## config.mk

```make
export PLATFORM = sky130hd
export DESIGN_NAME = seam_matching_cost
export DESIGN_NICKNAME = d
export VERILOG_FILES = /design/src/design/smc_pkg.sv /design/src/design/seam_matching_cost.sv
export SDC_FILE = /design/constraint.sdc
export NUM_CORES = 2
export LEC_CHECK = 0
export ABC_AREA = 1
export BUFFER_PORTS_ARGS = -buffer_cell sky130_fd_sc_hd__buf_2
export CAP_MARGIN = 20
export CORE_MARGIN = 4
export CORE_UTILIZATION = 52
export DETAILED_ROUTE_END_ITERATION = 10
export PLACE_DENSITY = 0.75
export SKIP_LAST_GASP = 1
export SLEW_MARGIN = 40
export SYNTH_ARGS = -nofsm -noshare
export SYNTH_HDL_FRONTEND = slang
export SYNTH_SLANG_ARGS = --single-unit
export TNS_END_PERCENT = 30
```

## constraint.sdc

```tcl
create_clock -name aclk -period 11.27 [get_ports aclk]
set_clock_uncertainty 0.1 [all_clocks]
set_input_delay 0.5635 -clock aclk [delete_from_list [all_inputs] [get_ports aclk]]
set_output_delay 0.5635 -clock aclk [all_outputs]
set_load 0.05 [all_outputs]
```

## src/design/smc_pkg.sv

```systemverilog
// Shared constants for the seam matching cost block.
package smc_pkg;

    localparam int FIELD_W      = 8;
    localparam int NUM_FIELDS   = 12;
    localparam int NUM_CHANNELS = 3;
    localparam int DIVISOR_W    = 8;
    localparam int RESULT_W     = 9;
    localparam int CFG_INDEX_W  = 2;

    localparam logic [CFG_INDEX_W-1:0] REG_COST_MODE = 2'd0;
    localparam logic [CFG_INDEX_W-1:0] REG_REDUCTION = 2'd1;

    localparam logic MODE_BASIC    = 1'b0;
    localparam logic MODE_GRADIENT = 1'b1;

endpackage

```

## src/design/seam_matching_cost.sv

```systemverilog
// Seam matching cost: pipelined edge cost between two adjacent pixels.
//
// The slave stream carries one edge per transaction: old and new RGB colours
// at pixels s and t. The master stream returns one edge cost per transaction.
// Configuration arrives on its own write channel (cfg_valid, cfg_ready,
// cfg_index, cfg_data) and is always ready; the user must write it only while
// the block is idle, as the block itself does not enforce this.
// Throughput is one transaction per cycle unless the receiver stalls. The
// stages are one stage of absolute differences, one of division by three,
// one squaring stage, one stage per quotient bit of the shared divide and
// square-root bit loop, and the output register.
// Every stage has its own valid bit and moves when the next stage is empty or
// moving, so a receiver stall fills empty stages first and s_tready falls only
// once the whole pipeline is full. Nothing is lost or repeated on a stall.
// A synchronous reset empties the pipeline and sets basic mode with a
// reduction divisor of one.
module seam_matching_cost
    import smc_pkg::*;
#(
    parameter int CHANNEL_BITS = 8
) (
    input  logic                   aclk,
    input  logic                   aresetn,
    input  logic                   s_tvalid,
    output logic                   s_tready,
    // old_s_red, old_s_green, old_s_blue, new_s_red, new_s_green, new_s_blue,
    // old_t_red, old_t_green, old_t_blue, new_t_red, new_t_green, new_t_blue
    input  logic [95:0]            s_tdata,
    output logic                   m_tvalid,
    input  logic                   m_tready,
    // edge_cost [8:0], zeros above
    output logic [15:0]            m_tdata,
    input  logic                   cfg_valid,
    output logic                   cfg_ready,
    input  logic [CFG_INDEX_W-1:0] cfg_index,
    input  logic [DIVISOR_W-1:0]   cfg_data
);

    localparam int EFF_W  = (CHANNEL_BITS < FIELD_W) ? CHANNEL_BITS : FIELD_W;
    localparam int COST_W = EFF_W + 1;
    localparam int SUM_W  = EFF_W + 3;
    localparam int RK     = ((EFF_W + 3) % 2 == 1) ? (EFF_W + 3) : (EFF_W + 4);
    localparam int RECIP  = ((1 << RK) + 1) / 3;
    localparam int PROD_W = SUM_W + RK;
    localparam int SQ_W   = 2 * COST_W;
    localparam int CAND_W = 3 * COST_W;

    typedef struct packed {
        logic                 mode;
        logic [DIVISOR_W-1:0] d;
        logic [SUM_W-1:0]     diff_sum;
        logic [SUM_W-1:0]     tex_grad;
        logic [SUM_W-1:0]     pat_grad;
    } sum_t;

    typedef struct packed {
        logic                 mode;
        logic [DIVISOR_W-1:0] d;
        logic [COST_W-1:0]    c;
        logic [COST_W-1:0]    g;
    } norm_t;

    typedef struct packed {
        logic                 mode;
        logic [DIVISOR_W-1:0] d;
        logic [COST_W-1:0]    c;
        logic [COST_W-1:0]    g;
        logic [DIVISOR_W-1:0] rem;
        logic [COST_W-1:0]    quo;
        logic [SQ_W-1:0]      lim;
        logic [SQ_W-1:0]      p;
        logic [SQ_W-1:0]      r;
        logic [COST_W-1:0]    q;
    } iter_t;

    logic                 cost_mode_reg;
    logic [DIVISOR_W-1:0] reduction_divisor_reg;

    logic  v1_reg, v2_reg, out_v_reg;
    sum_t  s1_reg, s1_next;
    norm_t s2_reg, s2_next;
    iter_t it_reg  [COST_W+1];
    iter_t it_next [COST_W+1];
    logic  it_v_reg [COST_W+1];
    logic  adv_it   [COST_W+1];
    logic  adv1, adv2, adv_out;
    logic [COST_W-1:0] out_reg, out_next;

    logic [EFF_W-1:0] chan [NUM_FIELDS];

    function automatic logic [EFF_W-1:0] absdiff(input logic [EFF_W-1:0] a,
                                                 input logic [EFF_W-1:0] b);
        return (a > b) ? (a - b) : (b - a);
    endfunction

    assign cfg_ready = 1'b1;

    always_ff @(posedge aclk) begin
        if (!aresetn) begin
            cost_mode_reg         <= MODE_BASIC;
            reduction_divisor_reg <= DIVISOR_W'(1);
        end else if (cfg_valid && cfg_ready) begin
            case (cfg_index)
                REG_COST_MODE: cost_mode_reg         <= cfg_data[0];
                REG_REDUCTION: reduction_divisor_reg <= cfg_data;
                default: ;
            endcase
        end
    end

    // Backward flow control: a stage moves when it is empty or its successor moves.
    assign adv_out = !out_v_reg || m_tready;
    assign adv_it[COST_W] = !it_v_reg[COST_W] || adv_out;
    for (genvar k = 0; k < COST_W; k++) begin : g_adv
        assign adv_it[k] = !it_v_reg[k] || adv_it[k+1];
    end
    assign adv2     = !v2_reg || adv_it[0];
    assign adv1     = !v1_reg || adv2;
    assign s_tready = adv1;

    for (genvar f = 0; f < NUM_FIELDS; f++) begin : g_chan
        assign chan[f] = s_tdata[f*FIELD_W +: EFF_W];
    end

    always_comb begin
        s1_next          = '0;
        s1_next.mode     = cost_mode_reg;
        s1_next.d        = (reduction_divisor_reg == '0) ? DIVISOR_W'(1)
                                                         : reduction_divisor_reg;
        for (int k = 0; k < NUM_CHANNELS; k++) begin
            s1_next.diff_sum = s1_next.diff_sum
                             + SUM_W'(absdiff(chan[k], chan[3+k]))
                             + SUM_W'(absdiff(chan[6+k], chan[9+k]));
            s1_next.tex_grad = s1_next.tex_grad + SUM_W'(absdiff(chan[k], chan[6+k]));
            s1_next.pat_grad = s1_next.pat_grad + SUM_W'(absdiff(chan[3+k], chan[9+k]));
        end
    end

    // Division by three through a reciprocal that is exact over the sum range.
    logic [PROD_W-1:0] c_prod, tg_prod, pg_prod;
    always_comb begin
        c_prod    = PROD_W'(s1_reg.diff_sum) * PROD_W'(RECIP);
        tg_prod   = PROD_W'(s1_reg.tex_grad) * PROD_W'(RECIP);
        pg_prod   = PROD_W'(s1_reg.pat_grad) * PROD_W'(RECIP);
        s2_next.mode = s1_reg.mode;
        s2_next.d    = s1_reg.d;
        s2_next.c    = COST_W'(c_prod >> RK);
        s2_next.g    = COST_W'(1) + COST_W'(tg_prod >> RK) + COST_W'(pg_prod >> RK);
    end

    always_comb begin
        it_next[0]      = '0;
        it_next[0].mode = s2_reg.mode;
        it_next[0].d    = s2_reg.d;
        it_next[0].c    = s2_reg.c;
        it_next[0].g    = s2_reg.g;
        it_next[0].lim  = SQ_W'(s2_reg.c) * SQ_W'(s2_reg.c);
    end

    // One quotient bit per stage: restoring division and the exact root search
    // share the stage, with q*q*g and q*g kept so that each step only adds.
    for (genvar k = 1; k <= COST_W; k++) begin : g_iter
        localparam int B = COST_W - k;
        logic [DIVISOR_W:0] rem_sh;
        logic [CAND_W-1:0]  cand;
        always_comb begin
            it_next[k] = it_reg[k-1];
            rem_sh = {it_reg[k-1].rem, it_reg[k-1].c[B]};
            if (rem_sh >= {1'b0, it_reg[k-1].d}) begin
                it_next[k].rem    = DIVISOR_W'(rem_sh - {1'b0, it_reg[k-1].d});
                it_next[k].quo[B] = 1'b1;
            end else begin
                it_next[k].rem = DIVISOR_W'(rem_sh);
            end
            cand = CAND_W'(it_reg[k-1].p)
                 + (CAND_W'(it_reg[k-1].r) << (B + 1))
                 + (CAND_W'(it_reg[k-1].g) << (2 * B));
            if (cand <= CAND_W'(it_reg[k-1].lim)) begin
                it_next[k].p    = SQ_W'(cand);
                it_next[k].r    = it_reg[k-1].r + (SQ_W'(it_reg[k-1].g) << B);
                it_next[k].q[B] = 1'b1;
            end
        end
    end

    assign out_next = (it_reg[COST_W].mode == MODE_GRADIENT) ? it_reg[COST_W].q
                                                             : it_reg[COST_W].quo;

    always_ff @(posedge aclk) begin
        if (!aresetn) begin
            v1_reg    <= 1'b0;
            v2_reg    <= 1'b0;
            out_v_reg <= 1'b0;
        end else begin
            if (adv1)    v1_reg    <= s_tvalid;
            if (adv2)    v2_reg    <= v1_reg;
            if (adv_out) out_v_reg <= it_v_reg[COST_W];
        end
        if (adv1)    s1_reg  <= s1_next;
        if (adv2)    s2_reg  <= s2_next;
        if (adv_out) out_reg <= out_next;
    end

    for (genvar k = 0; k <= COST_W; k++) begin : g_it_reg
        always_ff @(posedge aclk) begin
            if (!aresetn) begin
                it_v_reg[k] <= 1'b0;
            end else if (adv_it[k]) begin
                if (k == 0) begin
                    it_v_reg[k] <= v2_reg;
                end else begin
                    it_v_reg[k] <= it_v_reg[(k == 0) ? 0 : k-1];
                end
            end
            if (adv_it[k]) begin
                it_reg[k] <= it_next[k];
            end
        end
    end

    assign m_tvalid = out_v_reg;
    assign m_tdata  = 16'(RESULT_W'(out_reg));

    a_full_when_blocked: assert property (@(posedge aclk) disable iff (!aresetn)
        !s_tready |-> (m_tvalid && !m_tready && it_v_reg[COST_W] && v1_reg))
        else $error("input blocked while the pipeline has room");

    a_root_bound: assert property (@(posedge aclk) disable iff (!aresetn)
        (it_v_reg[COST_W] && it_reg[COST_W].mode == MODE_GRADIENT) |->
        (it_reg[COST_W].p <= it_reg[COST_W].lim &&
         CAND_W'(it_reg[COST_W].p) == CAND_W'(it_reg[COST_W].q) *
             CAND_W'(it_reg[COST_W].q) * CAND_W'(it_reg[COST_W].g)))
        else $error("root search lost its running square product");

    a_div_exact: assert property (@(posedge aclk) disable iff (!aresetn)
        (it_v_reg[COST_W] && it_reg[COST_W].mode == MODE_BASIC) |->
        (it_reg[COST_W].rem < it_reg[COST_W].d &&
         SQ_W'(it_reg[COST_W].quo) * SQ_W'(it_reg[COST_W].d) +
             SQ_W'(it_reg[COST_W].rem) == SQ_W'(it_reg[COST_W].c)))
        else $error("divider quotient and remainder disagree with the cost");

    a_reset_empty: assert property (@(posedge aclk)
        !aresetn |=> (!m_tvalid && !v1_reg && !v2_reg))
        else $error("pipeline not empty after reset");

endmodule
```

### After elaboration in Yosys (flattened, before gate mapping)

Memory sizes are Yosys's and may differ from the RTL's.
Index checks and enable logic that the tools add are counted.
Widths: inputs -> output; s select.

* register bits: 90
* memory bits (writable): 1080
* bits of input ports: 111
* memories: 2

Memories
* it_reg: words 10, bits a word 107, read ports 10, clocked after Yosys merged registers in 0, wr ports 10, RTL line seam_matching_cost.sv:82 `iter_t it_reg [COST_W+1];`
* it_v_reg: words 10, bits a word 1, read ports 10, clocked after Yosys merged registers in 0, wr ports 10, RTL line seam_matching_cost.sv:84 `logic it_v_reg [COST_W+1];`

* $add $sub $neg: 71
* multipliers: 4
* order comparisons: 30
* equal/unequal tests: 1
* mux-type cells: 99
* bitwise logic cells: 10
* reduce and logical (&&, ||, !) cells: 30

Operators by type and width (count)
* $mux 36: 8
* $sub 8x8->8: 33
* $mux 8: 21
* $gt 8x8->1: 12
* $ge 9x8->1: 9
* $le 27x18->1: 3
* $mux 1: 68
* $mul 11x10->20 const B: 3
* $mux 37: 1
* $add 9x8->10: 3
* $add 18x26->27: 1
* $add 18x27->27: 1
* $add 26x21->27: 1
* $add 27x23->27: 1
* $add 27x25->27: 1
* $add 8x8->9: 3
* $add 18x25->26: 1
* $add 25x19->26: 1
* $le 26x18->1: 1
* $add 18x24->25: 1
* $add 24x17->25: 1
* $le 25x18->1: 1
* $add 18x23->24: 1
* $add 23x15->24: 1
* other kinds (33): 68

### Longest topological paths before layout

* depth after elaboration: 16
* gate-level depth with buffers: 29

### Least setup slack after synthesis

No wires, ideal clock.

* path kind: reg-to-reg
* start point: register out_v_reg (netlist: m_tvalid) (read register of it_v_reg)
* end point: register s1_reg[0] (netlist name) (enable)
* setup time: 0.782 ns
* arrival: 7.593 ns
* required time: 10.388 ns
* setup slack: 2.796 ns
* stages on the path, launching flop included: 8
* path buffers: 0
* clock period less this slack: 8.474 ns
* cells stage by stage: dfxtp_1 -> nand3_1 -> nor2_1 -> nand4_2 -> nor2_1 -> nand4_1 -> nor2_1 -> nand3_1

RTL lines
* start, declared: RTL line seam_matching_cost.sv:79 `logic v1_reg, v2_reg, out_v_reg;`
* end signal, assigned: RTL line seam_matching_cost.sv:199 `if (adv1) s1_reg <= s1_next;`
* end, declared: RTL line seam_matching_cost.sv:80 `sum_t s1_reg, s1_next;`

==> reports/summary.txt <==
Util after Layout - 0.571
Bufs and invs on worst path - 2
WL per Instance - 17.0 um
synth-to-layout area growth - 8.46%
Root Driver - clkbuf_16
Gate Count Post-Synth - 6094
Place WS - 5.33 ns
CP cell instances - ha_1 > inv_1 > fa_1 > fa_1 > inv_1 > fa_1 > ha_1 > ha_1 > nand2_1 > nor2_1 > nand3_1 > o21ai_0 > nand2_1 > nand2_1 > xor2_1 > ha_1 > a21oi_1 > o21a_1 > nand2_1 > xor3_1 > nand3b_1 > nand2_1
final hold vios - 0
Setup Fix Bufs, Post-CTS - 0
async set-reset flop share out of synthesis - 0
cell taking the most area after synthesis - edfxtp_1
Residual DRC - 0
CTS Buf Count - 81
met2 Use GR - 0.406
total length of routed wires - 132000 um
number of synthesized flops with an enable pin - 761
Critical Path RT - 11.57 ns
H-tree levels - 3
status - finished clean
Most Crowded Layer GR - met2
via count - 41400
Crit Path Category - reg2reg
Fill cells - 9336
ant diodes - 0
commonest non-fill, non-tap cell in the layout - nand2_1
Core Box Area - 0.109 mm^2
main flop type after synthesis - edfxtp_1
deepest clock path buffer count - 3
met3 usage - 0.0251
Die X - 341 um
met1 Resource Use GR - 0.290
Die Area - 0.116 mm^2
Hold WS - 0.0432 ns
Worst-path clk slew - 0.06 ns
Detailed Route Iter0 Violations - 2880
Setup Viol. Count Final - 0
CP max stage delay - 0.53 ns
Setup crit end kind - register
largest cells by area after synthesis - edfxtp_1, ha_1, fa_1
fin crit share - 0.513
sequential fraction of the synthesis area - 0.401
setup TNS - 0 ns
# IOs - 130
CTS tree - built
first-pass GRT wire length - 215000 um
number of nets with antenna violations after routing - 0
max-slew violations - 0
largest net degree at the start of global routing - 85
Min-Delay Endpoint - reduction_divisor_reg[0]$_SDFFE_PN1P_
most frequent CP cell - nand2_1
die height - 341 um
Final nets - 7323
family with the most delay on the worst path - adder cells
GRT Total Usage - 0.228
PnR worst setup slack - 5.48 ns
Placer Congestion - 0.979
crit path max-delay cell type - fa_1
Slew @ Worst Pin - 0.790 ns
Setup crit start kind - register
Worst R2R Path Depth - 22
Sink Count - 774
share of cells above drive strength 1 - 0.0493
post-CTS sizing - 0
Worst Hold Class - in2reg
min Tclk post-route - 5.79 ns
Synth top area share - 0.397
r2r startpoint - s1_reg[4]$_DFFE_PP_
hold_sp - cfg_data[0]
crit path DAT - 6.08 ns
Initial DRT Pass Iterations - 7
worst skew pair latency - 0.64 ns
Netlist cell types - 54
Post-DP HPWL - 108000 um
cts hold-fix bufs - 0
commonest cells after routing, fill and taps aside - nand2_1, inv_1, edfxtp_1, ha_1, a21oi_1
Reg2Reg Setup Slack - 5.48 ns
MaxCap Viol Count - 0
Synth Cell Area - 0.0576 mm^2
max reg flops - 676
vias in the first global route - 42100
vias per cell - 5.34
total congestion overflow - 0
IO Port Bufs - 121
slew margin rel. - 0.470
RR Endpoint - it_next[1051]$_DFFE_PP_
RSZ-0062 raised after global routing - false
Max Fclk - 0.173 GHz
Yosys Warn Count - 0
Synth Area per Inst - 9.45 um^2
initial core utilization - 0.526
Cells on Worst Hold Path - 3
Crit Path Max Fanout - 5
Yosys reg bits - 774
Rows - 121
initial antenna violation count - 1
cell type report:
cell class | count | area, um^2 | share of cell area
clock buffer | 97 | 2140 | 0.0342
clock inverter | 49 | 557 | 0.00891
inverter | 1088 | 4090 | 0.0654
multi-input combinational | 4142 | 30000 | 0.480
sequential | 774 | 23100 | 0.370
tap | 1476 | 1850 | 0.0296
timing repair buffer | 139 | 763 | 0.0122
synth_stat cells, types with 3 or more instances:
cell type     n
o21bai_1     33
mux2_2       12
nand4_1      95
o221ai_1     23
a21o_1       30
nor3_1       59
a211oi_1      5
xnor2_1      86
nand3_2       3
buf_6         5
o21a_1        7
buf_4        13
nand2_1    1233
xor2_1      225
nand3_1     230
inv_1      1085
edfxtp_1    761
dfxtp_1      13
o311ai_0      5
and3_1        3
nand3b_1     24
ha_1        748
or2_2         6
nor2_2        3
clkbuf_1     47
o211ai_1     23
fa_1        238
and2_1        3
buf_2        37
a31oi_1      14
o21ai_0     219
nor4_1       17
a21oi_1     420
a21boi_2      3
nand2_2       3
and2_0        5
nor2_1      318
a21boi_0     17
worst reg2reg max path, stage by stage (launching register included):
cell	delay, ns
edfxtp_1	0.51
ha_1	0.36
inv_1	0.06
fa_1	0.52
fa_1	0.53
inv_1	0.06
fa_1	0.49
ha_1	0.31
ha_1	0.38
nand2_1	0.09
nor2_1	0.24
nand3_1	0.10
o21ai_0	0.35
nand2_1	0.09
nand2_1	0.10
xor2_1	0.22
ha_1	0.30
a21oi_1	0.18
o21a_1	0.13
nand2_1	0.06
xor3_1	0.21
nand3b_1	0.12
nand2_1	0.06
worst max path at each step:
stage	cells past startpoint	start	endpoint	slack, ns
global placement	28	s_tdata[67]	s1_reg[31]$_DFFE_PP_	5.43
detailed placement	30	s_tdata[16]	s1_reg[31]$_DFFE_PP_	5.33
CTS	22	s1_reg[4]$_DFFE_PP_	it_next[1051]$_DFFE_PP_	5.54
floorplan	7	m_tvalid$_SDFFE_PN0P_	s1_reg[0]$_DFFE_PP_	2.80
global route	27	s1_reg[16]$_DFFE_PP_	it_next[1050]$_DFFE_PP_	5.13
finish	22	s1_reg[4]$_DFFE_PP_	it_next[1051]$_DFFE_PP_	5.48
kinds of logic (layout without fill, tap and decap cells):
kind of cell               after synthesis  in the layout  synth area share
muxes                                   12             12           0.00235
buffers and inverters                 1192           1373            0.0800
adders and majority gates              986            986             0.245
DFF                                    774            774             0.401
xor gates and xnor gates               312            312            0.0477
AOI/OAI and AO/OA                      806            806            0.0778
other                                    2             16          0.000130
and+or+nand+nor                       2010           2010             0.146
layer usage:
| layer | vias to the layer above | wire [um] | part of all wire |
|---|---|---|---|
| met4 | 0 | 4510 | 0.034 |
| met3 | 281 | 5840 | 0.044 |
| met5 | - | 0 | 0 |
| met1 | 19600 | 55600 | 0.42 |
| li1 | 20400 | - | - |
| met2 | 1067 | 66300 | 0.50 |
stage by stage:
| step | area, um^2 | cells |
|---|---|---|
| 3_5_place_dp | 59800 | 7617 |
| 2_1_floorplan | 57700 | 6108 |
| 4_1_cts | 62500 | 7763 |
| 5_1_grt | 62500 | 7765 |
| 3_3_place_gp | 59700 | 7617 |
| 6_report | 62500 | 7765 |
Power is not shown: default switching activity piles up to over one toggle a cycle in this logic, so the estimate is an artifact.
